<file path="src/rtl/tpw_pkg.sv">
// tpw_pkg: shared types, register indexes, codes and constants of the
// tiered progress watchdog; no dependencies
package tpw_pkg;

   localparam int MS_PER_SEC = 1000;

   // register indexes on the configuration port
   localparam logic [2:0] CSR_TIMEOUT_SHORT  = 3'd0;
   localparam logic [2:0] CSR_TIMEOUT_LINK   = 3'd1;
   localparam logic [2:0] CSR_TIMEOUT_UPDATE = 3'd2;
   localparam logic [2:0] CSR_BACKOFF        = 3'd3;
   localparam logic [2:0] CSR_REPEAT_WINDOW  = 3'd4;
   localparam logic [2:0] CSR_BURST_WINDOW   = 3'd5;
   localparam logic [2:0] CSR_BURST_LIMIT    = 3'd6;

   // reset values
   localparam int TIMEOUT_SHORT_RST  = 60;
   localparam int TIMEOUT_LINK_RST   = 120;
   localparam int TIMEOUT_UPDATE_RST = 180;
   localparam logic [31:0] BACKOFF_RST       = 32'(10 * 1000);
   localparam logic [31:0] REPEAT_WINDOW_RST = 32'(10 * 60 * 1000);
   localparam logic [31:0] BURST_WINDOW_RST  = 32'(60 * 60 * 1000);
   localparam logic [7:0]  BURST_LIMIT_RST   = 8'd3;

   // timeouts are kept in milliseconds: 65535 s * 1000 fits 26 bits
   localparam int LIMIT_W = 26;

   // floor(x / 1000) for 32-bit x is (x * DIV_MAGIC) >> DIV_SHIFT
   localparam int DIV_SHIFT = 38;
   localparam int MAGIC_W   = 29;
   localparam logic [MAGIC_W-1:0] DIV_MAGIC = MAGIC_W'(274877907);

   // commands
   localparam logic CMD_CHECK    = 1'b0;
   localparam logic CMD_PROGRESS = 1'b1;

   // state codes
   localparam logic [2:0] ST_IDLE       = 3'd0;
   localparam logic [2:0] ST_INIT       = 3'd1;
   localparam logic [2:0] ST_ERROR      = 3'd2;
   localparam logic [2:0] ST_SLEEPING   = 3'd3;
   localparam logic [2:0] ST_CONNECTING = 3'd4;
   localparam logic [2:0] ST_REPORTING  = 3'd5;
   localparam logic [2:0] ST_UPDATE     = 3'd6;
   localparam logic [2:0] ST_NONE       = 3'd7;

   // escalation tiers
   localparam logic [1:0] TIER_NONE       = 2'd0;
   localparam logic [1:0] TIER_BACKOFF    = 2'd1;
   localparam logic [1:0] TIER_DISCONNECT = 2'd2;
   localparam logic [1:0] TIER_RESET      = 2'd3;

   typedef struct packed {
      logic [LIMIT_W-1:0] limit_short_ms;
      logic [LIMIT_W-1:0] limit_link_ms;
      logic [LIMIT_W-1:0] limit_update_ms;
      logic [31:0]        backoff_len_ms;
      logic [31:0]        repeat_window_ms;
      logic [31:0]        burst_window_ms;
      logic [7:0]         burst_trip_limit;
   } tpw_cfg_type;

   typedef struct packed {
      logic [31:0] progress_time;
      logic [31:0] backoff_until;
      logic [31:0] window_start;
      logic [7:0]  recent_trips;
      logic [31:0] previous_trip_time;
      logic [15:0] trips_counted;
      logic [15:0] resets_counted;
   } tpw_state_type;

   typedef struct packed {
      logic [1:0]  tier;
      logic        alert;
      logic [22:0] stall_seconds;
      logic [15:0] trip_total;
      logic [15:0] reset_total;
   } tpw_result_type;

endpackage

</file>
<file path="src/rtl/tpw_eval.sv">
// tpw_eval: combinational evaluation of one item against the watchdog state
// depends on tpw_pkg
module tpw_eval (
   input  tpw_pkg::tpw_cfg_type    cfg,
   input  tpw_pkg::tpw_state_type  cur,
   input  logic                    command,
   input  logic [31:0]             now_ms,
   input  logic [2:0]              state_code,
   output tpw_pkg::tpw_state_type  nxt,
   output tpw_pkg::tpw_result_type res
);
   import tpw_pkg::*;

   logic [LIMIT_W-1:0]          limit_ms;
   logic                        watched;
   logic                        primed;
   logic [31:0]                 elapsed;
   logic                        trip;
   logic                        win_expired;
   logic [31:0]                 win_start_new;
   logic [7:0]                  recent_base;
   logic [7:0]                  recent_new;
   logic                        repeat_hit;
   logic                        burst_hit;
   logic [1:0]                  trip_tier;
   logic [32+MAGIC_W-1:0]       div_prod;
   logic [15:0]                 trips_new;
   logic [15:0]                 resets_new;

   always_comb begin
      case (state_code)
         ST_INIT, ST_ERROR, ST_SLEEPING: limit_ms = cfg.limit_short_ms;
         ST_CONNECTING, ST_REPORTING:    limit_ms = cfg.limit_link_ms;
         ST_UPDATE:                      limit_ms = cfg.limit_update_ms;
         default:                        limit_ms = '0;
      endcase
   end

   assign watched = (limit_ms != '0);
   assign primed  = (cur.progress_time != 32'd0);
   assign elapsed = now_ms - cur.progress_time;
   assign trip    = (command == CMD_CHECK) && watched && primed
                    && (now_ms >= cur.backoff_until)
                    && ({{(32-LIMIT_W){1'b0}}, limit_ms} <= elapsed);

   // burst window bookkeeping
   assign win_expired   = (cur.window_start == 32'd0)
                          || ((now_ms - cur.window_start) > cfg.burst_window_ms);
   assign win_start_new = win_expired ? now_ms : cur.window_start;
   assign recent_base   = win_expired ? 8'd0 : cur.recent_trips;
   assign recent_new    = (recent_base == 8'hFF) ? recent_base : recent_base + 8'd1;

   assign repeat_hit = (cur.previous_trip_time != 32'd0)
                       && ((now_ms - cur.previous_trip_time) <= cfg.repeat_window_ms);
   assign burst_hit  = ((now_ms - win_start_new) <= cfg.burst_window_ms)
                       && (recent_new >= cfg.burst_trip_limit);

   always_comb begin
      if (burst_hit) begin
         trip_tier = TIER_RESET;
      end else if (repeat_hit) begin
         trip_tier = TIER_DISCONNECT;
      end else begin
         trip_tier = TIER_BACKOFF;
      end
   end

   // seconds without progress by reciprocal multiply
   assign div_prod = {{MAGIC_W{1'b0}}, elapsed} * {32'd0, DIV_MAGIC};

   assign trips_new  = cur.trips_counted + 16'd1;
   assign resets_new = cur.resets_counted + 16'd1;

   always_comb begin
      nxt = cur;
      res.tier          = TIER_NONE;
      res.stall_seconds = '0;
      if (command == CMD_PROGRESS) begin
         nxt.progress_time = now_ms;
      end else if (watched && !primed) begin
         nxt.progress_time = now_ms;
      end else if (trip) begin
         nxt.trips_counted      = trips_new;
         nxt.window_start       = win_start_new;
         nxt.recent_trips       = recent_new;
         nxt.previous_trip_time = now_ms;
         nxt.backoff_until      = now_ms + cfg.backoff_len_ms;
         if (trip_tier == TIER_RESET) begin
            nxt.resets_counted = resets_new;
         end
         res.tier          = trip_tier;
         res.stall_seconds = div_prod[DIV_SHIFT+22:DIV_SHIFT];
      end
      res.alert       = res.tier[1];
      res.trip_total  = nxt.trips_counted;
      res.reset_total = nxt.resets_counted;
   end

endmodule

</file>
<file path="src/rtl/tiered_progress_watchdog.sv">
// tiered_progress_watchdog: top level with input stage, state, result stage
// and configuration registers; depends on tpw_pkg and tpw_eval
//
// path: a request is registered in the input stage, evaluated by tpw_eval, and its
// result is registered in the result stage, from which it can transfer
// throughput: one item per cycle when rsp_stall is low; state_ff closes the eval loop
// reset: synchronous, active high; empties both stages, clears all watchdog
// state to zero and reloads the register defaults
module tiered_progress_watchdog (
   input  logic        clock,
   input  logic        reset,
   // request channel
   input  logic        req_valid,
   output logic        req_stall,
   input  logic        req_command,
   input  logic [31:0] req_now_ms,
   input  logic [2:0]  req_state_code,
   // response channel
   output logic        rsp_valid,
   input  logic        rsp_stall,
   output logic [1:0]  rsp_tier,
   output logic        rsp_alert,
   output logic [22:0] rsp_stall_seconds,
   output logic [15:0] rsp_trip_total,
   output logic [15:0] rsp_reset_total,
   // configuration writes
   input  logic        csr_we,
   input  logic [2:0]  csr_index,
   input  logic [31:0] csr_wdata
);
   import tpw_pkg::*;

   // input stage
   logic        in_valid_ff;
   logic        in_command_ff;
   logic [31:0] in_now_ff;
   logic [2:0]  in_code_ff;

   // result stage
   logic           out_valid_ff;
   tpw_result_type out_res_ff;

   tpw_cfg_type    cfg_ff,   cfg_in;
   tpw_state_type  state_ff;
   tpw_state_type  state_in;
   tpw_result_type res_in;

   logic                advance;
   logic                req_take;
   logic [LIMIT_W-1:0]  csr_limit_ms;

   // the input stage moves on when the result stage is empty or being drained
   assign advance   = in_valid_ff && (!out_valid_ff || !rsp_stall);
   assign req_stall = in_valid_ff && !advance;
   assign req_take  = req_valid && !req_stall;

   tpw_eval u_eval (
      .cfg        (cfg_ff),
      .cur        (state_ff),
      .command    (in_command_ff),
      .now_ms     (in_now_ff),
      .state_code (in_code_ff),
      .nxt        (state_in),
      .res        (res_in)
   );

   // input stage control
   always_ff @(posedge clock) begin
      if (reset) begin
         in_valid_ff <= 1'b0;
      end else if (req_take) begin
         in_valid_ff <= 1'b1;
      end else if (advance) begin
         in_valid_ff <= 1'b0;
      end
   end

   // input stage payload, no reset
   always_ff @(posedge clock) begin
      if (req_take) begin
         in_command_ff <= req_command;
         in_now_ff     <= req_now_ms;
         in_code_ff    <= req_state_code;
      end
   end

   // watchdog state updates once per evaluated item
   always_ff @(posedge clock) begin
      if (reset) begin
         state_ff <= '0;
      end else if (advance) begin
         state_ff <= state_in;
      end
   end

   // result stage control
   always_ff @(posedge clock) begin
      if (reset) begin
         out_valid_ff <= 1'b0;
      end else if (advance) begin
         out_valid_ff <= 1'b1;
      end else if (!rsp_stall) begin
         out_valid_ff <= 1'b0;
      end
   end

   always_ff @(posedge clock) begin
      if (advance) begin
         out_res_ff <= res_in;
      end
   end

   // timeouts stored in milliseconds so the compare needs no multiply
   assign csr_limit_ms = LIMIT_W'({10'd0, csr_wdata[15:0]} * 26'(MS_PER_SEC));

   always_comb begin
      cfg_in = cfg_ff;
      if (csr_we) begin
         case (csr_index)
            CSR_TIMEOUT_SHORT:  cfg_in.limit_short_ms   = csr_limit_ms;
            CSR_TIMEOUT_LINK:   cfg_in.limit_link_ms    = csr_limit_ms;
            CSR_TIMEOUT_UPDATE: cfg_in.limit_update_ms  = csr_limit_ms;
            CSR_BACKOFF:        cfg_in.backoff_len_ms   = csr_wdata;
            CSR_REPEAT_WINDOW:  cfg_in.repeat_window_ms = csr_wdata;
            CSR_BURST_WINDOW:   cfg_in.burst_window_ms  = csr_wdata;
            CSR_BURST_LIMIT:    cfg_in.burst_trip_limit = csr_wdata[7:0];
            default:            cfg_in = cfg_ff;    // unused index
         endcase
      end
   end

   always_ff @(posedge clock) begin
      if (reset) begin
         cfg_ff.limit_short_ms   <= LIMIT_W'(TIMEOUT_SHORT_RST * MS_PER_SEC);
         cfg_ff.limit_link_ms    <= LIMIT_W'(TIMEOUT_LINK_RST * MS_PER_SEC);
         cfg_ff.limit_update_ms  <= LIMIT_W'(TIMEOUT_UPDATE_RST * MS_PER_SEC);
         cfg_ff.backoff_len_ms   <= BACKOFF_RST;
         cfg_ff.repeat_window_ms <= REPEAT_WINDOW_RST;
         cfg_ff.burst_window_ms  <= BURST_WINDOW_RST;
         cfg_ff.burst_trip_limit <= BURST_LIMIT_RST;
      end else begin
         cfg_ff <= cfg_in;
      end
   end

   assign rsp_valid         = out_valid_ff;
   assign rsp_tier          = out_res_ff.tier;
   assign rsp_alert         = out_res_ff.alert;
   assign rsp_stall_seconds = out_res_ff.stall_seconds;
   assign rsp_trip_total    = out_res_ff.trip_total;
   assign rsp_reset_total   = out_res_ff.reset_total;

endmodule

</file>
<file path="config.mk">
export PLATFORM = sky130hd
export DESIGN_NAME = tiered_progress_watchdog
export DESIGN_NICKNAME = d
export VERILOG_FILES = /design/src/rtl/tpw_pkg.sv /design/src/rtl/tpw_eval.sv /design/src/rtl/tiered_progress_watchdog.sv
export SDC_FILE = /design/constraint.sdc
export NUM_CORES = 2
export LEC_CHECK = 0
export BUFFER_PORTS_ARGS = -buffer_cell sky130_fd_sc_hd__buf_2
export CAP_MARGIN = 15
export CORE_MARGIN = 1.5
export CORE_UTILIZATION = 61
export CTS_CLUSTER_DIAMETER = 50
export DETAILED_ROUTE_END_ITERATION = 8
export HOLD_SLACK_MARGIN = 0.06
export PLACE_DENSITY = 0.89
export SLEW_MARGIN = 20
export SYNTH_ARGS = -nofsm -noshare
export SYNTH_HDL_FRONTEND = slang
export SYNTH_SLANG_ARGS = --single-unit
export TNS_END_PERCENT = 5
</file>
<file path="constraint.sdc">
create_clock -name clock -period 18.12 [get_ports clock]
set_input_delay 3.624 -clock clock [delete_from_list [all_inputs] [get_ports clock]]
set_output_delay 3.624 -clock clock [all_outputs]
set_load 0.01 [all_outputs]
</file>
* Word-level counts from Yosys, hierarchy flattened
Cells that the tools add are included.
** Storage, ports and cells
- Flip-flop bits (word level) :: 436
- Output and inout bits :: 60
- Logic and storage cells :: 110
- Bits of input ports :: 76
** Cells by class
- Multiply operators :: 2
- Bitwise gates (word level) :: 3
- $lt $le $gt $ge :: 6
- Equal/unequal tests :: 15
- Reductions and logical operators :: 36
- Multiplexer cells :: 16
- Add/sub/neg operators :: 8
** Operator list (number)
- 2-to-1 mux 32 bit :: 6
- subtractor 32 bit :: 4
- case mux 26 bit (3 select lines) :: 1
- <= comparator 32 bit :: 2
- nonzero test 32 bit :: 2
- multiplier 32 x 29 -> 61 bit, second input constant :: 1
- adder 16 x 1 -> 16 bit, second input constant :: 2
- adder 32 bit :: 1
- greater-or-equal comparator 32 bit :: 1
- greater-than comparator 32 bit :: 1
- <= comparator 26 x 32 -> 1 bit :: 1
- logical NOT 32 bit :: 1
- nonzero test 26 bit :: 1
- multiplier 16 x 7 -> 23 bit, second input constant :: 1
- == test 3 bit, second input constant :: 6
- 2-to-1 mux 16 bit :: 1
- 2-to-1 mux 8 bit :: 2
- AND reduction 2 bit :: 8
- == test 3 x 2 -> 1 bit, second input constant :: 4
- logical AND 1 bit :: 10
- adder 8 x 1 -> 8 bit, second input constant :: 1
- == test 8 bit, second input constant :: 1
- greater-or-equal comparator 8 bit :: 1
- == test 3 x 1 -> 1 bit, second input constant :: 2
- other kinds (12) :: 25

* Logic depth before layout (Yosys ltp)
- Depth in word-level cells :: 14
- Depth in mapped cells :: 49

* Modules after synthesis
From an unflattened synthesis, not the netlist that was laid out.
** Unflattened totals
- Cell total of the unflattened synthesis :: 5574
- Area total of the unflattened synthesis :: 46863.7 um^2
** By module, submodules not included
- tpw_eval :: area an instance 29413.2 um^2, sequential area each 0.0 um^2, instances 1, cells each 3709
- tiered_progress_watchdog :: area an instance 17450.5 um^2, sequential area each 9689.3 um^2, instances 1, cells each 1865

* Worst setup path before layout
OpenSTA, ideal clock, no wires.
- Path kind :: register -> register
- Start point :: reg in_now_ff[6]
- End point :: reg state_ff[15] in the netlist's numbering
- Data arrival time :: 9506 ps
- Stages on the path, launching flop included :: 44
- Path slack :: 8493 ps
- Buffers on the path :: 0
- Period minus slack after synthesis :: 9627 ps
- Cells stage by stage :: edfxtp_1 > ha_1 > or3_1 > or2_2 > o21ai_0 > o21ai_0 > a41oi_1 > a211oi_1 > nor3_1 > a21oi_1 > xor2_1 > ha_1 > nand4_1 > or2_1 > or3_1 > or2_1 > nor2_1 > o41ai_1 > [... 8 more ...] > o211ai_1 > a21oi_1 > nor4b_1 > or4_1 > nand3_1 > nand2_1 > o211ai_1 > ha_1 > a21o_1 > a21oi_1 > o21ai_0 > a21o_1 > a221oi_1 > o21ai_0 > o21ai_1 > nand4_4 > nor3_1 > mux2_2
** Between the ends
- Elaborated cells on any way between the ends :: 27
- Those cells by class :: 5 x add/sub; 6 x order compare; 2 x eq/ne; 9 x mux; 5 x reduce/logical
** RTL lines
- start, declared :: RTL line tiered_progress_watchdog.sv:36 : logic [31:0] in_now_ff;
- start signal, assigned :: RTL line tiered_progress_watchdog.sv:82 : in_now_ff <= req_now_ms;
- subtractor 32 bit :: RTL line tpw_eval.sv:48 : || ((now_ms - cur.window_start) > cfg.burst_window_ms);
- greater-than comparator 32 bit :: RTL line tpw_eval.sv:48
- logical OR 1 bit :: RTL line tpw_eval.sv:48
- 2-to-1 mux 32 bit :: RTL line tpw_eval.sv:49 : assign win_start_new = win_expired ? now_ms : cur.window_start;
- net u_eval.win_start_new[0] :: RTL line tpw_eval.sv:20 : logic [31:0] win_start_new;
- subtractor 32 bit :: RTL line tpw_eval.sv:55 : assign burst_hit = ((now_ms - win_start_new) <= cfg.burst_window_ms)
- <= comparator 32 bit :: RTL line tpw_eval.sv:55
- logical AND 1 bit :: RTL line tpw_eval.sv:56 : && (recent_new >= cfg.burst_trip_limit);
- 2-to-1 mux 2 bit :: RTL line tpw_eval.sv:59 : if (burst_hit) begin
- == test 2 bit :: RTL line tpw_eval.sv:88 : if (trip_tier == TIER_RESET) begin
- 2-to-1 mux 16 bit :: RTL line tpw_eval.sv:88
- 2-to-1 mux 32 bit :: RTL line tpw_eval.sv:82 : end else if (trip) begin
- 2-to-1 mux 32 bit :: RTL line tpw_eval.sv:80 : end else if (watched && !primed) begin
- 2-to-1 mux 32 bit :: RTL line tpw_eval.sv:78 : if (command == CMD_PROGRESS) begin
- end signal, assigned :: RTL line tiered_progress_watchdog.sv:92 : state_ff <= state_in;
- end, declared :: RTL line tiered_progress_watchdog.sv:44 : tpw_state_type state_ff;
The timed path passes the listed nets, and every way through them passes these cells.
A chain may end at the register's enable or synchronous reset.

==> out/metrics.yaml <==
rows: 100
slew_violations: 0
setup_viol: 0
drc: 0
yosys.area.top_type_share_pct: 20.9
synth-seq-cells: 436
path_class: "register to register"
register_area_um2: 9660
ys_top_cells_by_count: "inv_1, ha_1, nand2_1, a21oi_1, fa_1"
grt_pass1_wl_um: 206000
cts_root_buffer: "clkbuf_16"
drt_wl_total_um: 129000
async_flop_share_pct: 0
rrSetupSlack_ns: 6.02
avgRoutedWirePerCell_um: 20.3
min_to: "state_ff[115]"
r2r-end: "rsp_reset_total[5]"
worstPathMaxFanout: 42
h-tree-depth: 2
synthTopCellsByArea: "ha_1, fa_1, dfxtp_1, inv_1, edfxtp_1"
start_util_pct: 61.5
cts_tree: "built"
grt_max_degree: 109
antenna_found_initial: 6
hold_slack_ns: 0.451
fin_setup_tns_ns: 0
core_area_um2: 74200
clk_path_buf_depth: 3
hold_depth: 2
dp_hpwl_um: 100000
rsz0062_at_grt: "no"
slowest_delay_ns: 0.71
postSynthAreaPerCell_um2: 8.73
num_vias: 38887
multi_input_area_um2: 32300
dr.pass1.iters: 6
finalNetCount: 6537
cap_violations: 0
detail-route-antenna-nets: 0
endpoint_kind: "register"
numPortBuffers: 135
die_x_um: 276
timing_hold_violations_final: 0
fmax_mhz: 82.7
required_ns: 18.51
hold_path.class: "register to register"
cts_sinks: 436
finalCriticalPeriod_ns: 12.10
yosysTopAreaCell: "ha_1"
r2r_cells: 46
syn_nets: 6422
synthCells: 5227
first_iter_violations: 3491
cts_hold_buf: 0
postCtsResizedCells: 0
grt.overflow.total: 0
finClkSkew_ns: 0.0442
slew_headroom_pct: 25.2
synth-edff-count: 93
crit_slowest_cell: "o21ai_1"
cts_buffers: 58
yosysMostFrequentCell: "inv_1"
grtUsageTotal_pct: 33.6
max_slew.worst_pin.slew_ns: 1.12
startpoint_type: "register"
via_per_inst: 6.11
post_cts_buffers: 0
die_h_um: 276
area_growth_pct: 8.34
crit_top_cell: "ha_1"
period_share_pct: 66.8
synth_area_um2: 45600
io_pins: 136
synth_top_flop_cell: "dfxtp_1"
r2r_start: "in_now_ff[0]"
cp.arrival_ns: 12.49
globalplace.congestion: 1.01
ys_seq_area_share_pct: 21.2
yosys_warnings: 0
min_from: "state_ff[115]"
clock_latency_ns: 0.65
status: "finished, final reports clean"
design.die.area_um2: 76400
first_global_vias: 39496
path_clk_slew_ns: 0.06
synthDistinctLibCells: 84
drive_gt1_share_pct: 6.46
fillers: 5528
layer usage:
metal	GRT usage (%)	up-vias	share of wire [%]
li1	-	18029	-
met5	0	-	0
met2	57.4	1772	48
met1	40.5	18609	38
met4	19.2	0	6.4
met3	5.00	477	7.7
through the flow:
step                cell area (um^2)  std cells  setup slack (ns)  util, %
floorplan                      45600       5227              8.49        -
global placement               47400       6251              6.44     63.9
detailed placement             47400       6251              6.28     63.9
CTS                            49400       6357              6.24     66.6
global route                   49400       6363              5.20     66.6
finish                         49400       6363              6.02     66.6
logic make-up (layout without fill, tap and decap cells):
group                    count (synthesis)  in the layout  share of synthesized area (%)
AO/OA/AOI/OAI                         1127           1127                           15.6
XOR/XNOR                               210            210                           4.03
adder cells (fa/ha/maj)               1119           1119                           36.6
buffers and inverters                  956           1117                           8.07
flip-flops                             436            436                           21.2
multiplexers                            45             45                           1.01
other                                    0              6                              0
AND/OR/NAND/NOR                       1334           1334                           13.6
worst max path at each step:
stage	start	to	slack [ns]	cells after the start
final	in_now_ff[0]	rsp_reset_total[5]	6.02	46
after global routing	in_now_ff[0]	rsp_reset_total[5]	5.20	46
after CTS	in_now_ff[0]	rsp_reset_total[15]	6.24	46
after detailed placement	in_now_ff[0]	rsp_reset_total[15]	6.28	46
after global placement	in_now_ff[0]	rsp_reset_total[7]	6.44	46
after floorplan	in_now_ff[6]	state_ff[15]	8.49	43
final cells by class:
class | count | share of cell area [%]
multi-input cells | 3835 | 65.4
repair buffers | 191 | 2.24
diodes | 6 | 0.0304
clock buffers | 73 | 3.32
inverters | 820 | 6.23
flip-flops and latches | 436 | 19.5
clock inverters | 33 | 0.782
well taps | 969 | 2.45
critical path, delay by kind of cell (launching register included):
kind / cells / cell delay (ns)
adder cells (fa/ha/maj): 5 / 1.55
flip-flops: 1 / 0.45
XOR/XNOR: 2 / 0.20
buffers and inverters: 3 / 0.81
AND/OR/NAND/NOR: 14 / 3.45
AO/OA/AOI/OAI: 22 / 5.38
cells in the final DEF (no fill, tap or decap), drive strengths merged, types with 16 or more instances in the layout:
cell type,count
o21ai,159
o21bai,24
nand3,96
nor2,299
o21a,53
buf,190
or2,17
a21o,135
nor3,71
xnor2,126
or3,21
o211ai,59
and3,35
a211o,16
a22o,21
a21oi,454
xor2,84
and2,17
nand2,531
fa,357
nand2b,38
nor2b,53
nand4,53
inv,834
edfxtp,93
ha,762
a211oi,65
clkbuf,74
mux2i,38
a31oi,21
nor4,52
dfxtp,343
registers in the layout, summed over array words and instances (netlist names):
signal             flops
in_valid_ff            1
rsp_trip_total        16
rsp_stall_seconds     23
state_ff             168
in_code_ff             3
rsp_reset_total       16
cfg_ff               173
in_command_ff          1
rsp_tier               2
rsp_valid              1
in_now_ff             32
Power is left out: the tool's default activity adds up to more than one toggle a clock period on the data nets, which glitch-free logic cannot reach.
